==> src/hdl/mfd_pkg.sv <==
// Package for the multi-format to binary32 decoder.
// Holds format codes, constants and the per-format decode functions.
package mfd_pkg;

    localparam logic [2:0] FMT_F32  = 3'd0;
    localparam logic [2:0] FMT_F16  = 3'd1;
    localparam logic [2:0] FMT_BF16 = 3'd2;
    localparam logic [2:0] FMT_I32  = 3'd3;
    localparam logic [2:0] FMT_E4M3 = 3'd4;
    localparam logic [2:0] FMT_E8M0 = 3'd5;

    localparam logic [31:0] QNAN_BITS = 32'h7fc0_0000;
    localparam logic [31:0] INF_BITS  = 32'h7f80_0000;
    localparam logic [31:0] QUIET_BIT = 32'h0040_0000;

    typedef struct packed {
        logic [31:0] value_bits;
        logic        status;
    } t_result;

    function automatic logic [4:0] top_bit(input logic [31:0] v);
        logic [4:0] p;
        p = 5'd0;
        for (int i = 0; i < 32; i++) begin
            if (v[i]) begin
                p = 5'(i);
            end
        end
        return p;
    endfunction

    function automatic logic [31:0] dec_f16(input logic [15:0] h);
        logic [31:0] sign;
        logic [4:0]  e;
        logic [9:0]  m;
        logic [4:0]  p;
        logic [9:0]  mn;
        sign = {h[15], 31'd0};
        e    = h[14:10];
        m    = h[9:0];
        p    = top_bit({22'd0, m});
        mn   = m << (5'd10 - p);
        if (e == 5'd0) begin
            if (m == 10'd0) begin
                return sign;
            end
            return sign | {1'b0, 8'(8'd103 + 8'(p)), mn, 13'd0};
        end
        if (e == 5'h1f) begin
            return sign | INF_BITS | {9'd0, m, 13'd0} | ((m != 10'd0) ? QUIET_BIT : 32'd0);
        end
        return sign | {1'b0, 8'(8'(e) + 8'd112), m, 13'd0};
    endfunction

    function automatic logic [31:0] dec_i32(input logic [31:0] w);
        logic [31:0] mag;
        logic [4:0]  p;
        logic [7:0]  ex;
        logic [31:0] norm;
        logic [24:0] q;
        logic        g;
        logic        st;
        mag  = w[31] ? (32'd0 - w) : w;
        p    = top_bit(mag);
        norm = mag << (5'd31 - p);
        ex   = 8'd127 + 8'(p);
        g    = norm[7];
        st   = |norm[6:0];
        q    = {1'b0, norm[31:8]} + 25'((g && (st || norm[8])) ? 1 : 0);
        if (q[24]) begin
            q  = q >> 1;
            ex = ex + 8'd1;
        end
        if (mag == 32'd0) begin
            return 32'd0;
        end
        return {w[31], ex, q[22:0]};
    endfunction

    function automatic logic [31:0] dec_e4m3(input logic [7:0] b);
        logic [6:0] mag;
        logic [3:0] e;
        logic [2:0] m;
        logic [4:0] p;
        logic [2:0] mn;
        mag = b[6:0];
        e   = mag[6:3];
        m   = mag[2:0];
        p   = top_bit({29'd0, m});
        mn  = m << (5'd3 - p);
        if (mag == 7'd0) begin
            return {b[7], 31'd0};
        end
        if (mag == 7'h7f) begin
            return QNAN_BITS;
        end
        if (e == 4'd0) begin
            return {b[7], 8'(8'd118 + 8'(p)), mn, 20'd0};
        end
        return {b[7], 8'(8'(e) + 8'd120), m, 20'd0};
    endfunction

    function automatic logic [31:0] dec_e8m0(input logic [7:0] b);
        if (b == 8'hff) begin
            return QNAN_BITS;
        end
        if (b == 8'd0) begin
            return QUIET_BIT;
        end
        return {1'b0, b, 23'd0};
    endfunction

endpackage

==> src/hdl/mfd_if.sv <==
// Valid/ready channel interfaces for the decoder.
// Self-contained; no package dependencies.
interface mfd_in_if;
    logic        valid;
    logic        ready;
    logic [31:0] raw_word;
    modport source (output valid, output raw_word, input ready);
    modport sink (input valid, input raw_word, output ready);
endinterface

interface mfd_out_if;
    logic        valid;
    logic        ready;
    logic [31:0] value_bits;
    logic        status;
    modport source (output valid, output value_bits, output status, input ready);
    modport sink (input valid, input value_bits, input status, output ready);
endinterface

interface mfd_cfg_if;
    logic       valid;
    logic       ready;
    logic [2:0] source_format;
    modport source (output valid, output source_format, input ready);
    modport sink (input valid, input source_format, output ready);
endinterface

==> src/hdl/multi_format_to_f32_decoder.sv <==
// Multi-format to binary32 decoder: input register, decode logic, result register.
// A beat passes the input register, then the result register; one beat per cycle sustained while out_ch.ready holds.
// Rate is set by the single decode stage between the two registers.
// Synchronous active-low reset clears valids and sets the format to binary32.
// Depends on mfd_pkg and the interfaces in mfd_if.
module multi_format_to_f32_decoder (
    input  logic          i_clk,
    input  logic          i_rst_n,
    mfd_cfg_if.sink       cfg,
    mfd_in_if.sink        in_ch,
    mfd_out_if.source     out_ch
);

    logic [2:0]         r_fmt;
    logic               r_in_vld;
    logic [31:0]        r_in_word;
    logic               r_out_vld;
    mfd_pkg::t_result   r_out;
    mfd_pkg::t_result   n_out;
    logic               adv;

    assign cfg.ready   = 1'b1;
    assign adv         = !r_out_vld || out_ch.ready;
    assign in_ch.ready = !r_in_vld || adv;

    always_comb begin
        n_out.status = 1'b0;
        unique case (r_fmt)
            mfd_pkg::FMT_F32:  n_out.value_bits = r_in_word;
            mfd_pkg::FMT_F16:  n_out.value_bits = mfd_pkg::dec_f16(r_in_word[15:0]);
            mfd_pkg::FMT_BF16: n_out.value_bits = {r_in_word[15:0], 16'd0};
            mfd_pkg::FMT_I32:  n_out.value_bits = mfd_pkg::dec_i32(r_in_word);
            mfd_pkg::FMT_E4M3: n_out.value_bits = mfd_pkg::dec_e4m3(r_in_word[7:0]);
            mfd_pkg::FMT_E8M0: n_out.value_bits = mfd_pkg::dec_e8m0(r_in_word[7:0]);
            default: begin
                n_out.value_bits = 32'd0;
                n_out.status     = 1'b1;
            end
        endcase
    end

    always_ff @(posedge i_clk) begin
        if (!i_rst_n) begin
            r_fmt     <= mfd_pkg::FMT_F32;
            r_in_vld  <= 1'b0;
            r_out_vld <= 1'b0;
        end else begin
            if (cfg.valid) begin
                r_fmt <= cfg.source_format;
            end
            if (in_ch.ready) begin
                r_in_vld <= in_ch.valid;
            end
            if (adv) begin
                r_out_vld <= r_in_vld;
            end
        end
    end

    always_ff @(posedge i_clk) begin
        if (in_ch.ready && in_ch.valid) begin
            r_in_word <= in_ch.raw_word;
        end
        if (adv && r_in_vld) begin
            r_out <= n_out;
        end
    end

    assign out_ch.valid      = r_out_vld;
    assign out_ch.value_bits = r_out.value_bits;
    assign out_ch.status     = r_out.status;

endmodule
==> src/flat_wrapper.sv <==
// flat-port wrapper written by rule: the top's interface ports become plain ports
module multi_format_to_f32_decoder_flat 
  (i_clk, i_rst_n, cfg_valid, cfg_source_format, cfg_ready, in_ch_valid, in_ch_raw_word, in_ch_ready, out_ch_valid, out_ch_value_bits, out_ch_status, out_ch_ready);
  mfd_cfg_if cfg_i ();
  mfd_in_if in_ch_i ();
  mfd_out_if out_ch_i ();
  input  logic i_clk;
  input  logic i_rst_n;
  input wire logic [$bits(cfg_i.valid)-1:0] cfg_valid;
  input wire logic [$bits(cfg_i.source_format)-1:0] cfg_source_format;
  output wire logic [$bits(cfg_i.ready)-1:0] cfg_ready;
  input wire logic [$bits(in_ch_i.valid)-1:0] in_ch_valid;
  input wire logic [$bits(in_ch_i.raw_word)-1:0] in_ch_raw_word;
  output wire logic [$bits(in_ch_i.ready)-1:0] in_ch_ready;
  output wire logic [$bits(out_ch_i.valid)-1:0] out_ch_valid;
  output wire logic [$bits(out_ch_i.value_bits)-1:0] out_ch_value_bits;
  output wire logic [$bits(out_ch_i.status)-1:0] out_ch_status;
  input wire logic [$bits(out_ch_i.ready)-1:0] out_ch_ready;
  assign cfg_i.valid = cfg_valid;
  assign cfg_i.source_format = cfg_source_format;
  assign cfg_ready = cfg_i.ready;
  assign in_ch_i.valid = in_ch_valid;
  assign in_ch_i.raw_word = in_ch_raw_word;
  assign in_ch_ready = in_ch_i.ready;
  assign out_ch_valid = out_ch_i.valid;
  assign out_ch_value_bits = out_ch_i.value_bits;
  assign out_ch_status = out_ch_i.status;
  assign out_ch_i.ready = out_ch_ready;
  multi_format_to_f32_decoder u_core (.i_clk(i_clk), .i_rst_n(i_rst_n), .cfg(cfg_i), .in_ch(in_ch_i), .out_ch(out_ch_i));
endmodule
==> config.mk <==
export PLATFORM = sky130hd
export DESIGN_NAME = multi_format_to_f32_decoder_flat
export DESIGN_NICKNAME = d
export VERILOG_FILES = /design/src/hdl/mfd_pkg.sv /design/src/hdl/mfd_if.sv /design/src/hdl/multi_format_to_f32_decoder.sv /design/src/flat_wrapper.sv
export SDC_FILE = /design/constraint.sdc
export NUM_CORES = 1
export LEC_CHECK = 0
export CAP_MARGIN = 20
export CORE_MARGIN = 3
export CORE_UTILIZATION = 50
export CTS_CLUSTER_DIAMETER = 50
export DETAILED_ROUTE_END_ITERATION = 16
export DONT_BUFFER_PORTS = 1
export SETUP_SLACK_MARGIN = 0.3
export SLEW_MARGIN = 20
export SYNTH_ARGS = -nofsm -noshare
export SYNTH_HDL_FRONTEND = slang
export SYNTH_SLANG_ARGS = --single-unit
==> constraint.sdc <==
create_clock -name i_clk -period 12.2 [get_ports i_clk]
set_input_delay 0.61 -clock i_clk [delete_from_list [all_inputs] [get_ports i_clk]]
set_output_delay 0.61 -clock i_clk [all_outputs]
set_load 0.02 [all_outputs]
-- Yosys cells after proc, flatten, opt, wreduce, memory -nomap -nowiden
Index checks and enable logic that the tools add are counted.
- flip-flop bits (word level): 70
- bits in latches: 0
- memory bits (writable): 0
- memory bits (read-only): 0
- bits of input ports: 40
- memories: 0
- add/sub/neg operators: 11
- multiply operators: 0
- divide/modulo/power cells: 0
- order comparisons: 0
- equal/unequal tests: 8
- shifts and indexed selects: 3
- multiplexer cells: 92
- bitwise operators: 4
- reductions and logical operators: 18
- operator list (cell ; count):
    32-bit two-way mux ; 19
    32-bit case mux with 6 select lines ; 1
    5-bit two-way mux ; 26
    32-bit by 31-bit bitwise OR with 32-bit output ; 2
    23-bit two-way mux ; 2
    32-bit logical NOT ; 1
    4-bit two-way mux ; 8
    32-bit by 23-bit bitwise OR with 32-bit output ; 1
    32-bit bitwise OR ; 1
    32-bit by 5-bit left shift with 32-bit output ; 1
    1-bit by 32-bit subtractor with 32-bit output (first input constant) ; 1
    1-bit two-way mux ; 28
    24-bit by 1-bit adder with 25-bit output ; 1
    7-bit by 5-bit adder with 8-bit output (first input constant) ; 3
    3-bit two-way mux ; 4
    10-bit logical NOT ; 1
    10-bit nonzero test ; 1
    10-bit by 5-bit left shift with 10-bit output ; 1
    4-bit by 7-bit adder with 8-bit output (second input constant) ; 1
    5-bit by 7-bit adder with 8-bit output (second input constant) ; 1
    8-bit by 1-bit adder with 8-bit output (second input constant) ; 1
    8-bit == test (second input constant) ; 1
    8-bit logical NOT ; 1
    8-bit two-way mux ; 1
    19 further kinds ; 28

-- Logic depth before layout (Yosys ltp)
- depth after elaboration: 44
- gate-level depth with buffers: 25
- depth with buffers taken out: 21

-- Least setup slack after synthesis
OpenSTA, ideal clock, no wires.
- path kind: reg-to-reg
- start point: register u_core.r_in_word[0]
- end point: register u_core.r_out (netlist bit u_core.out_ch.value_bits[24]) (data pin)
- arrival time: 5.288 ns
- slack: 6.650 ns
- cell stages (with the launch flop): 25
- path buffers: 4
- clock period less this slack: 5.550 ns
- path through: edfxtp_1 clkbuf_1 inv_1 ha_1 or3b_1 buf_2 or3_4 o21ai_1 xor2_1 o2111a_1 a221o_2 a21oi_1 buf_4 buf_6 o22ai_2 o32ai_1 o22ai_1 and2_1 ha_1 nand2_1 nor3_4 nand4b_4 nor2_8 nor3_1 a311o_1
- RTL lines (element ; RTL line ; source):
    from (decl) ; multi_format_to_f32_decoder.sv:16 ; logic [31:0] r_in_word;
    from (signal assigned) ; multi_format_to_f32_decoder.sv:62 ; r_in_word <= in_ch.raw_word;
    to (signal assigned) ; multi_format_to_f32_decoder.sv:65 ; r_out <= n_out;
    to (decl) ; multi_format_to_f32_decoder.sv:18 ; mfd_pkg::t_result r_out;

==> impl_results.md <==
- Worst R2R Start: u_core.r_in_word[0]
- CTS resizes: 0
- Hold endpoint: u_core.r_in_word[4]
- Synth area leaders: edfxtp_1 21%, nor2_1 4.4%, nand2_1 4.1%
- CTS tree: built
- Rows: 49
- Clk buf depth: 2
- Final nets: 1,166
- Setup ws final: 4.23 ns
- FF-to-FF setup slack: 4.23 ns
- Commonest non-fill, non-tap cell in the layout: nor2_1
- Crit path required time: 12.29 ns
- Critical path class: flip-flop to flip-flop
- Routed wire length: 39,100 um
- Hold_sp: in_ch_raw_word[4]
- HP Class: input port to flip-flop
- Mapped Cells: 1,185
- Share of cells above drive strength 1: 0.113
- Total GRT Usage: 0.375
- Startpoint Class: flip-flop
- Wire per inst: 28.9 um
- Final routed DRC violation total: 0
- Worst-Margin Slew: 1.07 ns
- # clock sinks: 70
- Clk_skew: 0.0137 ns
- Setup violations, final: 0
- DP HPWL: 28,600 um
- Die height: 143 um
- Final instance area: 9680 um^2
- Vias in the first global route: 9,385
- DR vias: 10,357
- Pre-CTS setup slack: 4.60 ns
- Tmin final: 7.97 ns
- CTS H-tree depth: 3
- Clk slew on worst S/H paths: 0.07 ns
- Initial antenna violation count: 0
- Seq cells post-synth: 70
- Antenna violation net count after detailed routing: 0
- PwrDens: 114 nW/um^2
- Clk root buf: clkbuf_16
- Slew HR: 0.281
- Total grt overflow: 0
- Post-synth EDFFs: 65
- DRT iter0 DRCs: 1,710
- FILL cells: 1,753
- Status: complete, no violations
- DR pass1 iterations: 6
- Die area: 20,400 um^2
- Leading area contributor after synthesis: edfxtp_1
- Synth top area share: 0.209
- Synthesized net count: 1,232
- Area delta synth->final: 3.45%
- R2R Path End: u_core.out_ch.value_bits[23]
- Worst setup EP type: flip-flop
- Syn_area_per_cell: 7.90 um^2
- Antenna Cells: 0
- Fin crit share: 0.654
- Core area: 18,100 um^2
- Multi-input logic area: 6760 um^2
- IO Pins: 76
- Hold-fix buffers, CTS: 0
- Register area share after synthesis: 0.219
- Fmax: 125 MHz
- Routability Congestion: 1.03
- Worst hold slack: 0.347 ns
- Arr. time, crit path: 8.06 ns
- Async SR Flop Fraction: 0
- Largest net degree at the start of global routing: 64
- VDD IR max: 0.0000875 V
- Initial core utilization: 0.516
- Yosys warnings: 0
- Final Hold Violating Endpoints: 0
- RSZ-0062 raised after global routing: false
- Slew Viols, Final: 0
- Via density: 7.65
- Most used flip-flop cell after synthesis: edfxtp_1
- R2r worst-path depth: 20
- TNS Setup: 0 ns
- Worst hold path stage count: 0
- Total CTS buffers: 9
- Most frequent cells in the layout: 109 x nor2_1, 103 x nand2_1, 71 x o21ai_0, 65 x edfxtp_1, 62 x a21oi_1
- Number of port buffers: 0
- Pleak: 3.15 nW
- Critical-path maximum fanout: 54
- Worst-Skew Late Latency: 0.35 ns
- Post-CTS setup buffer count: 0
- Combined area of all synthesized cells: 9360 um^2
- Yosys cell types: 116
- Die Width: 143 um
- FF/Latch Area: 2050 um^2
- Placed Area: 9350 um^2
- First-pass GRT wire length: 58,800 um
- Max-cap viol count: 0
-- worst max-delay path by stage --
stage	from	endpoint	depth (start not counted)
floorplan	u_core.r_in_word[0]	u_core.out_ch.value_bits[24]	24
global placement	u_core.r_in_word[0]	u_core.out_ch.value_bits[24]	19
detailed placement	u_core.r_in_word[0]	u_core.out_ch.value_bits[23]	20
CTS	u_core.r_in_word[0]	u_core.out_ch.value_bits[23]	20
global route	u_core.r_in_word[0]	u_core.out_ch.value_bits[23]	20
finish	u_core.r_in_word[0]	u_core.out_ch.value_bits[23]	20
-- area by class of cell --
cell class,count,area share
Tap cell,229,0.0296
Multi-Input combinational cell,993,0.698
Clock inverter,7,0.0106
Clock buffer,9,0.0233
Inverter,22,0.00853
Sequential cell,70,0.212
Timing Repair Buffer,23,0.0178
-- worst max-delay path, cell delays in order (launching register included) --
cell       delay (ns)
edfxtp_1         0.35
buf_4            0.24
inv_1            0.24
ha_1             0.43
nor3b_1          0.60
nand3_1          0.66
o21ai_1          0.37
xnor2_1          0.45
o2111ai_1        0.43
a21o_1           0.28
buf_4            0.30
inv_2            0.55
o21ai_0          0.25
o22ai_1          0.67
o22ai_1          0.22
a211oi_2         0.60
or3_1            0.31
nand4b_4         0.28
nor2_8           0.08
xnor2_1          0.20
o221ai_1         0.16
-- sequential cells by signal, indices dropped and copies added (netlist names) --
register                  cells
u_core.out_ch.value_bits     32
u_core.r_fmt                  3
u_core.out_ch.status          1
u_core.r_in_word             32
u_core.out_ch.valid           1
u_core.r_in_vld               1
-- through the flow --
step / util / instances / power, mW
after floorplan: - / 1185 / 0.653
after global placement: 0.515 / 1337 / 0.793
after detailed placement: 0.515 / 1337 / 0.787
after CTS: 0.533 / 1353 / 1.09
after global routing: 0.533 / 1353 / 1.14
final: 0.533 / 1353 / 1.11
-- where the power goes --
group	switching, mW	total [mW]	internal (mW)
clock	0.120	0.301	0.182
sequential	0.0385	0.321	0.282
combinational	0.331	0.485	0.154
total	0.489	1.11	0.617
-- cell usage after synthesis, drive strengths merged, types with 4 or more instances --
cell type and n:
a21oi 63, or2 13, nor3 47, buf 45, a221oi 12, inv 22
clkbuf 55, mux2 4, nand4b 4, nand4 18, a211oi 23, o21ai 95
xnor2 38, nand3 44, nand3b 7, o311ai 6, a31oi 28, and2 8
or3 11, mux2i 36, a311oi 8, o21bai 6, o22ai 39, dfxtp 5
nor4 20, or4 13, o211ai 29, a2111oi 4, o221ai 17, nor2b 13
o32ai 13, a22oi 4, nand2 104, xor2 20, ha 7, o2111ai 8
nor2 115, a22o 6, o41ai 7, a21o 7, edfxtp 65, nand2b 12
o31ai 21
-- cell families after synthesis --
family                     count (synthesis)  synth area share
adders and majority gates                  7           0.00936
other                                      1          0.000401
buffers and inverters                    122            0.0611
and+or+nand+nor                          445             0.259
muxes                                     41            0.0457
AOI/OAI and AO/OA                        441             0.348
xor gates and xnor gates                  58            0.0575
DFF                                       70             0.219
-- per-layer routing --
metal | wire length, um | vias to the layer above | global-route usage | part of all wire
li1 | - | 4502 | - | -
met1 | 15400 | 4806 | 0.520 | 0.39
met2 | 16400 | 869 | 0.544 | 0.42
met3 | 4580 | 180 | 0.0703 | 0.12
met4 | 2750 | 0 | 0.214 | 0.070
met5 | 0 | - | 0 | 0
(Power assumes the default switching activity.)
